===== src/rtl/core/mppr_ram.sv =====
// ----------------------------------------------------------------------------
// mppr_ram
// Generic single-write, single-read RAM with registered read data.
// ----------------------------------------------------------------------------
module mppr_ram #(
  parameter int WIDTH = 8,
  parameter int DEPTH = 16
) (
  input  logic                     clk,
  input  logic                     we,
  input  logic [$clog2(DEPTH)-1:0] waddr,
  input  logic [WIDTH-1:0]         wdata,
  input  logic                     re,
  input  logic [$clog2(DEPTH)-1:0] raddr,
  output logic [WIDTH-1:0]         rdata
);

  logic [WIDTH-1:0] mem [DEPTH];
  logic [WIDTH-1:0] rdata_r;

  always_ff @(posedge clk) begin
    if (we) begin
      mem[waddr] <= wdata;
    end
    if (re) begin
      rdata_r <= mem[raddr];
    end
  end

  assign rdata = rdata_r;

endmodule


===== config.mk =====
export PLATFORM = sky130hd
export DESIGN_NAME = mppr_ram
export DESIGN_NICKNAME = d
export VERILOG_FILES = /design/src/rtl/core/mppr_ram.sv
export SDC_FILE = /design/constraint.sdc
export NUM_CORES = 1
export LEC_CHECK = 0
export BUFFER_PORTS_ARGS = -buffer_cell sky130_fd_sc_hd__buf_2
export CAP_MARGIN = 0
export CORE_MARGIN = 10
export CORE_UTILIZATION = 36
export CTS_CLUSTER_SIZE = 24
export DETAILED_ROUTE_END_ITERATION = 8
export GPL_TIMING_DRIVEN = 1
export HOLD_SLACK_MARGIN = 0.08
export SLEW_MARGIN = 20
export SYNTH_ARGS = -nofsm -noshare
export SYNTH_HDL_FRONTEND = slang
export SYNTH_SLANG_ARGS = --single-unit

===== constraint.sdc =====
create_clock -name clk -period 3.04 [get_ports clk]
set_clock_uncertainty 0.1 [all_clocks]
set_input_delay 0.608 -clock clk [delete_from_list [all_inputs] [get_ports clk]]
set_output_delay 0.608 -clock clk [all_outputs]
set_load 0.05 [all_outputs]

After elaboration in Yosys (flattened, before gate mapping)
Memories as Yosys holds them, arrays and structs flattened. A register that Yosys moved wholly into a read port is not among the register bits.
Index checks and enable logic that the tools add are counted.

cells by class
  multiplexer cells = 2

operators by type and width
  operator           count
  two-way mux 1 bit  2

storage, ports and cells
  logic and storage cells = 3
  RAM bits = 128
  memories = 1
  register bits after elaboration = 0
  output and inout bits = 8
  input port bits = 19

memories
  memory  depth  bits a word  rd ports  clocked after memory_dff  wr ports  line  RTL
  mem     16     8            1         1                         1         18    logic [WIDTH-1:0] mem [DEPTH];

Logic depth before layout (Yosys ltp)
  word-level depth = 2
  depth in mapped cells = 5
  gate-level depth less buffers = 3

Worst setup path after synthesis
Ideal clock, no wire load.

  kind = in2reg
  from = in waddr[2]
  to = mem mem[0][0] (enable)
  data required time = 2.557 ns
  slack = 0.839 ns
  buffers on the path = 0
  arrival time = 1.718 ns
  setup time = 0.383 ns
  cell stages on the path = 2
  cell sequence = or3b_2 -> nor3_1

RTL lines
  element          line  RTL
  start, declared  11    input logic [$clog2(DEPTH)-1:0] waddr,
  end, declared    18

No word-level cell before the write port.

==> results.sh <==
export IMPL_path_class="primary input to flip-flop"
export IMPL_endpoint_kind="flip-flop"
export IMPL_postCtsSetupRepairBufs=0
export IMPL_clock_root_buffer="clkbuf_16"
export IMPL_cts_sinks=136
export IMPL_area_delta_synth_final_pct=19.1
export IMPL_finalWorstPathRequiredPeriod_ps=2160
export IMPL_gp_congestion=0.720
export IMPL_post_route_period_util_pct=71.2
export IMPL_die_area_um2=19700
export IMPL_peakVddDrop_mv=0.383
export IMPL_synthCells=229
export IMPL_die_y_um=141
export IMPL_grt_max_degree=21
export IMPL_grt_overflow_total=0
export IMPL_pin_count=27
export IMPL_grt_usage_pct=11.2
export IMPL_clk_latency_ps=400
export IMPL_htreeDepth=4
export IMPL_dp_hpwl_um=7000
export IMPL_path_buf_inv=2
export IMPL_dpl_cell_area_um2=5660
export IMPL_cp_slowest_stage_delay_ps=580
export IMPL_wl_met3_um=578
export IMPL_p_per_area_nw_per_um2=688
export IMPL_drt_iter0_drc=257
export IMPL_routed_top_layer="met4"
export IMPL_fin_cells=479
export IMPL_crit_chain="buf_2 > buf_4 > mux4_1 > a22oi_1 > nand2_1"
export IMPL_drv_cap=0
export IMPL_yosysWarningCount=0
export IMPL_r2r_slack_ps=1340
export IMPL_ant_nets=0
export IMPL_synth_seq_area_share_pct=78.1
export IMPL_cp_required_ps=3090
export IMPL_grt_pass1_vias=2543
export IMPL_fin_tns_setup_ps=0
export IMPL_diodes=0
export IMPL_start_util_pct=37.2
export IMPL_dp_slack_ps=434
export IMPL_antenna_found_initial=0
export IMPL_hold_viol=0
export IMPL_crit_path_start_kind="primary input"
export IMPL_ctsResizeCount=0
export IMPL_core_area_um2=14000
export IMPL_hold_buffers=0
export IMPL_drive_above_1_share_pct=31.4
export IMPL_setup_viol=0
export IMPL_cp_top_family="buffers and inverters"
export IMPL_synth_seq_cells=136
export IMPL_cts_buffers=17
export IMPL_worst_slack_ps=877
export IMPL_hold_worst_slack_ps=478
export IMPL_viasPerCell=5.24
export IMPL_rsz0062_at_grt="no"
export IMPL_synth_nets=248
export IMPL_portBuffers=26
export IMPL_outcome="finished, final reports clean"
export IMPL_syn_area_um2=5230
export IMPL_slowest_stage="mux4_1"
export IMPL_nFillCells=1179
export IMPL_relSlewSlack_pct=40.9
export IMPL_fp_row_count=43
export IMPL_clock_fmax_ghz=0.462
export IMPL_met1Wirelength_um=5380
export IMPL_clock_path_buffers=2
export IMPL_holdCritPathClass="primary input to flip-flop"
export IMPL_p_leak_nw=2.10
export IMPL_finish_instance_area_um2=6220
export IMPL_nets=305
export IMPL_dp_cells=447
export IMPL_drt_pass1_iterations=4
export IMPL_num_vias=2511
export IMPL_timing_final_max_slew_violations=0
export IMPL_cts_tree="built"
export IMPL_wire_per_inst_um=22.6
export IMPL_grt_pass1_wl_um=16200
export IMPL_syn_avg_cell_area_um2=22.8
export IMPL_clk_pin_slew_worst_paths_ps=50
export IMPL_drc=0
export IMPL_crit_arrival_ps=2210
export IMPL_fp_dieW_um=141
export IMPL_ys_types=18
export IMPL_met2WireLength_um=4820
export IMPL_wirelength_um=10800
export IMPL_cp_max_fo=12
export IMPL_tightest_slew_ps=883
[flip-flops by register name (all words and copies together), names as in the netlist]
register / flops
mem: 128
rdata: 8
[final timing paths]
path,from,end,depth (start not counted)
min reg2reg,mem[8][3]$_DFFE_PP_,rdata[3]$_DFFE_PP_,3
max,raddr[0],rdata[3]$_DFFE_PP_,5
max reg2reg,mem[1][2]$_DFFE_PP_,rdata[2]$_DFFE_PP_,3
min,re,rdata[4]$_DFFE_PP_,1
[kinds of logic (layout without fill, tap and decap cells)]
kind of cell    Yosys count  in the layout  share of synthesized area [%]
flops                   136            136                           78.1
simple gates             35             35                           3.14
mux                      32             32                           14.8
compound gates           16             16                           2.30
buf+inv                  10             80                           1.65
[layout by cell type (no fill, tap or decap)]
master and instances:
buf_4 22, clkinv_1 4, nand3b_1 2, clkbuf_1 1, and2_1 1, edfxtp_1 136, inv_6 1, clkinv_2 3
and2b_1 1, mux4_1 14, nand2b_1 2, clkbuf_16 17, nand2_1 9, nand3_1 1, or3b_2 1, clkinvlp_4 1
nor2_1 13, bufinv_16 2, mux4_2 18, buf_2 26, clkinv_4 3, a22oi_1 16, nor3_1 4, nor2b_1 1
[routing by layer]
layer / GRT usage (%) / vias up
met2: 15.3 / 71
met5: 0 / -
met3: 4.16 / 7
met4: 3.26 / 0
met1: 16.0 / 1339
li1: - / 1094
[power breakdown]
group	switching [mW]	total, mW	leakage (nW)	internal [mW]
sequential	0.00968	2.12	1.24	2.11
combinational	0.144	0.225	0.589	0.0809
clock	0.736	1.93	0.274	1.20
[area by class of cell]
cell class | count | area (µm²) | share of cell area, %
Sequential cell | 136 | 4080 | 65.6
Multi-Input combinational cell | 83 | 1060 | 17.0
Clock buffer | 18 | 429 | 6.90
Timing Repair Buffer | 48 | 295 | 4.74
Tap cell | 180 | 225 | 3.62
Clock inverter | 14 | 133 | 2.13
[cell usage after synthesis, drive strengths merged]
master / number / area share [%]
edfxtp: 136 / 78
a22oi: 16 / 2.3
nor3: 4 / 0.38
nor2b: 1 / 0.12
and2b: 1 / 0.14
clkdlybuf4s25: 3 / 0.57
or3b: 1 / 0.17
nand2b: 2 / 0.24
nand3b: 2 / 0.29
nor2: 13 / 0.93
mux4: 32 / 15
buf: 7 / 1.1
and2: 1 / 0.12
nand3: 1 / 0.096
nand2: 9 / 0.65
[stage by stage]
stage,util [%],power (mW)
detailed placement,40.3,2.39
CTS,44.3,4.31
finish,44.3,4.28
global route,44.3,4.41
floorplan,-,2.30
global placement,40.3,2.38
[worst register-to-register path, cell delays in order, from the launching register on]
cell and delay (ps):
edfxtp_1 350, mux4_1 520, a22oi_1 370, nand2_1 100
Power figures use the tool's default switching activity.
