`src/rtl/core/mppr_pkg.sv`:
```
// ----------------------------------------------------------------------------
// mppr_pkg
// Shared types and constants of the predictive pixel reconstruction block.
// ----------------------------------------------------------------------------
package mppr_pkg;

  localparam int MAX_WIDTH = 2048;
  localparam int COL_W     = $clog2(MAX_WIDTH);
  localparam int CNT_W     = COL_W + 1;
  localparam int CFG_W     = 12;
  localparam int SAMP_W    = 8;
  localparam int RES_W     = 9;
  localparam int NUM_CH    = 3;
  localparam int PIX_W     = SAMP_W * NUM_CH;
  localparam int RES_ALL_W = RES_W * NUM_CH;
  localparam int IN_DATA_W = ((RES_ALL_W + 7) / 8) * 8;

  typedef enum logic [1:0] {
    MODE_FIRST = 2'd0,
    MODE_LEFT  = 2'd1,
    MODE_ABOVE = 2'd2,
    MODE_MED   = 2'd3
  } pred_mode_t;

endpackage

```
`src/rtl/core/mppr_lane.sv`:
```
// ----------------------------------------------------------------------------
// mppr_lane
// One color channel: forms the prediction and adds the residual modulo 256.
// ----------------------------------------------------------------------------
module mppr_lane (
  input  mppr_pkg::pred_mode_t         mode,
  input  logic [mppr_pkg::SAMP_W-1:0]  left_s,
  input  logic [mppr_pkg::SAMP_W-1:0]  above_s,
  input  logic [mppr_pkg::SAMP_W-1:0]  upper_s,
  input  logic signed [mppr_pkg::RES_W-1:0] resid,
  output logic [mppr_pkg::SAMP_W-1:0]  pix
);
  import mppr_pkg::*;

  logic [SAMP_W-1:0] hi;
  logic [SAMP_W-1:0] lo;
  logic [SAMP_W-1:0] med;
  logic [SAMP_W-1:0] pred;

  always_comb begin
    hi = (left_s > above_s) ? left_s : above_s;
    lo = (left_s > above_s) ? above_s : left_s;
    if (upper_s >= hi) begin
      med = lo;
    end else if (upper_s <= lo) begin
      med = hi;
    end else begin
      med = left_s + above_s - upper_s;
    end
    case (mode)
      MODE_FIRST: pred = '0;
      MODE_LEFT:  pred = left_s;
      MODE_ABOVE: pred = above_s;
      MODE_MED:   pred = med;
      default:    pred = '0;
    endcase
    pix = pred + resid[SAMP_W-1:0];
  end

endmodule

```
`config.mk`:
```
export PLATFORM = sky130hd
export DESIGN_NAME = mppr_lane
export DESIGN_NICKNAME = d
export VERILOG_FILES = /design/src/rtl/core/mppr_pkg.sv /design/src/rtl/core/mppr_lane.sv
export SDC_FILE = /design/constraint.sdc
export NUM_CORES = 1
export LEC_CHECK = 0
export BUFFER_PORTS_ARGS = -buffer_cell sky130_fd_sc_hd__buf_4
export CAP_MARGIN = 20
export CORE_AREA = 2 2 75 77
export DETAILED_ROUTE_END_ITERATION = 6
export DIE_AREA = 0 0 77 79
export GPL_ROUTABILITY_DRIVEN = 0
export PLACE_DENSITY = 0.62
export SKIP_LAST_GASP = 1
export SLEW_MARGIN = 20
export SYNTH_ARGS = -nofsm -noshare
export SYNTH_HDL_FRONTEND = slang
export SYNTH_SLANG_ARGS = --single-unit
```
`constraint.sdc`:
```
create_clock -name vclk -period 6.8
set_input_delay 0.68 -clock vclk [all_inputs]
set_output_delay 0.68 -clock vclk [all_outputs]
set_load 0.005 [all_outputs]
```
---- Yosys cells after proc, flatten, opt, wreduce, memory -nomap -nowiden ----
Index checks and enable logic that the tools add are counted.
W data, S select, Z words.
word-level totals
  bits in registers ....................... 0
  input bits .............................. 35
  output and inout port bits .............. 8
  logic and storage cells ................. 15
operators by class
  $add $sub $neg .......................... 3
  order comparisons ....................... 3
  eq/ne operators ......................... 3
  multiplexer cells ....................... 5
  reduce and logical (&&, ||, !) cells .... 1
operator list
  cell                  count
  $mux W8               4
  $pmux W8 S4           1
  $add A8 B8 Y8         2
  $ge A8 B8 Y1          1
  $gt A8 B8 Y1          1
  $le A8 B8 Y1          1
  $sub A8 B8 Y8         1
  $eq A2 B2 Y1 const B  2
  $eq A2 B1 Y1 const B  1
  $logic_not A2 Y1      1

---- Depth between registers and ports, before layout ----
  depth in word-level cells ............... 7
  mapped depth ............................ 28
  depth with buffers taken out ............ 26

---- Worst setup path after synthesis ----
No wires, ideal clock.
  kind .................................... input to output
  start ................................... input above_s[1] (netlist bit)
  end ..................................... output pix[7] (netlist bit)
  arrival time ............................ 5.125 ns
  required time ........................... 6.120 ns
  path slack .............................. 0.995 ns
  cell stages on the path ................. 26
  path buffers ............................ 2
  path through ............................ inv_1 -> ha_1 -> nor2b_1 -> o211ai_2 -> a21oi_1 -> o21ai_4 -> buf_2 -> buf_1 -> a21oi_1 -> ha_1 -> a21oi_1 -> o21ai_1 -> a41o_1 -> and2_2 -> nand2_1 -> a21boi_1 -> a221oi_1 -> inv_1 -> ha_1 -> a21o_1 -> a21oi_1 -> nor2b_1 -> o21ai_0 -> a21oi_1 -> xor2_1 -> xnor2_1
on the way
  cells in the longest elaborated chain, start to end .. 7
  elaborated cells between the ends (all ways) .. 11
  classes of those cells .................. add/sub: 3; order compare: 3; mux: 5
RTL lines
  item             line                              RTL
  start, declared  mppr_lane.sv:8                    input logic [mppr_pkg::SAMP_W-1:0] above_s,
  $gt A8 B8 Y1     mppr_lane.sv:21, mppr_lane.sv:22
  $mux W8          mppr_lane.sv:22                   lo = (left_s > above_s) ? above_s : left_s;
  $le A8 B8 Y1     mppr_lane.sv:25                   end else if (upper_s <= lo) begin
  $mux W8          mppr_lane.sv:25
  $mux W8          mppr_lane.sv:23                   if (upper_s >= hi) begin
  $pmux W8 S4 *    mppr_lane.sv:30                   case (mode)
  $add A8 B8 Y8 *  mppr_lane.sv:37                   pix = pred + resid[SAMP_W-1:0];
  end, declared    mppr_lane.sv:11                   output logic [mppr_pkg::SAMP_W-1:0] pix
Mark *: on every way between the ends. The rest lies on a longest branch, timed or not.

---- Worst setup path in the final report ----
  start ................................... input above_s[5] (netlist bit)
  end ..................................... output pix[7] (netlist bit)
Same word-level chain as after synthesis.

==> summary.md <==
| Metric | Value |
|---|---|
| Outcome | finished, final reports clean |
| Seq Cell Count | 0 |
| Setup TNS | 0 ns |
| LEAKAGE | roughly 0.0012 uW |
| Crit path DAT | about 5.6 ns |
| Switching Power | roughly 160 uW |
| Maximum fanout along the worst path | 12 |
| Initial core utilization | 34.8% |
| Clock power share | 0% |
| Power density over cell area | 134 nW/um^2 |
| Crit path time final | 6.31 ns |
| Avg WL per Cell | 12.8 um |
| Nets | around 390 |
| Most common cell after layout, fill and taps aside | buf_4 |
| Clock buffers | 0 |
| Kind of critical path | in -> out |
| Fin. Hold Viols | 0 |
| CTS hold repair buffers | 0 |
| Die Wd | between 70 and 80 um |
| Placed inst area | 2280 um^2 |
| Cell area after synthesis | around 1900 um^2 |
| Final instance area | around 2300 um^2 |
| Max cap viols | 0 |
| CP max stage cell | a221oi_1 |
| Port bufs | 42 |
| Core area | approximately 5300 um^2 |
| Worst Hold Class | in -> out |
| I/O pin count | 43 |
| Area Growth Syn to Fin | 24.6% |
| Post-synthesis xor/xnor area fraction | around 7.5% |
| Antenna Nets Post-Route | 0 |
| FF/Latch Area | 0 um^2 |
| Buf/Inv on CP | 5 |
| Mean Syn Cell Area | 7.28 um^2 |
| Largest family of logic cells by synthesized area | adder cells |
| Vias in the first global route | approximately 1800 |
| Antenna violations before repair | 0 |
| Synth top area share | a little over a quarter |
| Post-synthesis compound-gate area fraction | 31.5% |
| Switching part of the total | a little over 50% |
| Logic pwr share | 100.0% |
| Number of vias per cell | ~5.1 |
| Part of the power in registers | 0% |
| Syn nets | approximately 340 |
| CP Data Required Time | a little over 6 ns |
| Worst path max stage delay | about 0.41 ns |
| Post-Place Cells | ~370 |
| Remaining global-route overflow | 0 |
| GR Util All Layers | 15.7% |
| Site row count | 27 |
| Library cells used by synthesis | between 40 and 50 |
| Ant diodes | 0 |
| Post-Synth Simple-Gate Area | 15.1% |
| Achievable Freq | 0.159 GHz |
| Mux cell area share after synthesis | 2.43% |
| Die footprint | around 6100 um^2 |
| Internal Power | between 150 and 200 uW |
| Post-DP HPWL | between 4 and 5 mm |
| Finish-stage setup viols | 0 |
| Rel. slew slack | 60.7% |
| CP Launch Type | primary input |
| Fin crit share | approximately 93% |
| Worst vdd rail ir drop | between 40 and 50 uV |
| Most frequent cells in the layout | buf_4, ha_1, inv_1 |
| Sequential fraction of the synthesis area | 0% |
| Worst slew pin tran | between 0.5 and 0.6 ns |
| Routed WL | around 4.8 mm |
| Multi-input logic area | between 1500 and 2000 um^2 |
| First DRT Iteration DRCs | 67 |
| Synth Area in Adders | 34.9% |
| Initial DRT Pass Iterations | 4 |
| Final Non-Filler Cells | 373 |
| Largest net degree at the start of global routing | 18 |
| Synth area leaders | ha_1, fa_1, a21oi_1, inv_1, nor2_1 |
| Share of cells above drive strength 1 | approximately a fifth |
| Post-route DRC | 0 |
| Total Power | 311 uW |
| Slew Viols, Final | 0 |
| Crit path top cell by count | a21oi_1 |
| First-pass GRT wire length | 8.02 mm |
| Die height | 79 um |
| Filler Cells Inserted | 572 |
| Synth area leader | ha_1 |
| YS warnings | 0 |
| Total number of vias | 1904 |
| Top delay family on crit path | compound AO/OA/AOI/OAI gates |
| CP Capture Type | output port |
| Syn Inst Count | roughly 260 |
| RSZ-0062 raised after global routing | false |
-- path summary, 6_finish.rpt --
path | from | endpoint | slack [ns] | cells past startpoint
max | above_s[5] | pix[7] | 0.49 | 27
min | resid[0] | pix[0] | 1.67 | 3
-- area by class of cell --
cell class | count | area share [%]
repair buffers | 51 | 16.5
multi-input cells | 213 | 73.6
well taps | 72 | 3.89
inverters | 37 | 6.00
-- power by group through the flow --
| stage | clock [uW] | combinational [uW] | sequential (uW) |
|---|---|---|---|
| floorplan | 0 | 208 | 0 |
| global placement | 0 | 302 | 0 |
| detailed placement | 0 | 306 | 0 |
| CTS | 0 | 307 | 0 |
| global route | 0 | 352 | 0 |
| finish | 0 | 311 | 0 |
-- Yosys cell counts (all sizes together) (5+ instances only) --
master  count
nor2b       5
xor2        7
a221oi      5
a21o        9
nand2      10
a21oi      32
ha         39
inv        37
nor2       26
fa          8
o21ai      19
xnor2       9
-- cells by family after synthesis --
family | count (synthesis)
adder cells (fa/ha/maj) | 47
buffers and inverters | 42
XOR/XNOR | 16
multiplexers | 4
AND/OR/NAND/NOR | 59
AO/OA/AOI/OAI | 87
-- per-layer routing --
layer / track usage (%) / share of wire [%] / up-vias
met5: 0 / 0 / -
met2: 28.7 / 46 / 37
li1: - / - / 1000
met1: 21.9 / 50 / 867
met4: 0 / 0 / 0
met3: 0.455 / 3.6 / 0
-- worst min-delay path, delay by kind of cell --
| family | cells | cell delay [ns] |
|---|---|---|
| buf+inv | 2 | 0.18 |
| fa+ha+maj | 1 | 0.13 |
-- through the flow --
step / worst slack, ns / hold WS, ns / util, %
4_1_cts: 0.303 / 1.68 / 42.7
3_3_place_gp: 0.452 / 1.65 / 42.7
5_1_grt: 0.0290 / 1.69 / 43.3
2_1_floorplan: 0.995 / 1.48 / -
6_report: 0.495 / 1.67 / 43.3
3_5_place_dp: 0.318 / 1.67 / 42.7
-- what timing repair did --
item | CTS | global route
resized for setup | 0 | 2
setup buffers | 0 | 4
setup endpoints to repair | 0 | 3
Power figures use the tool's default switching activity.
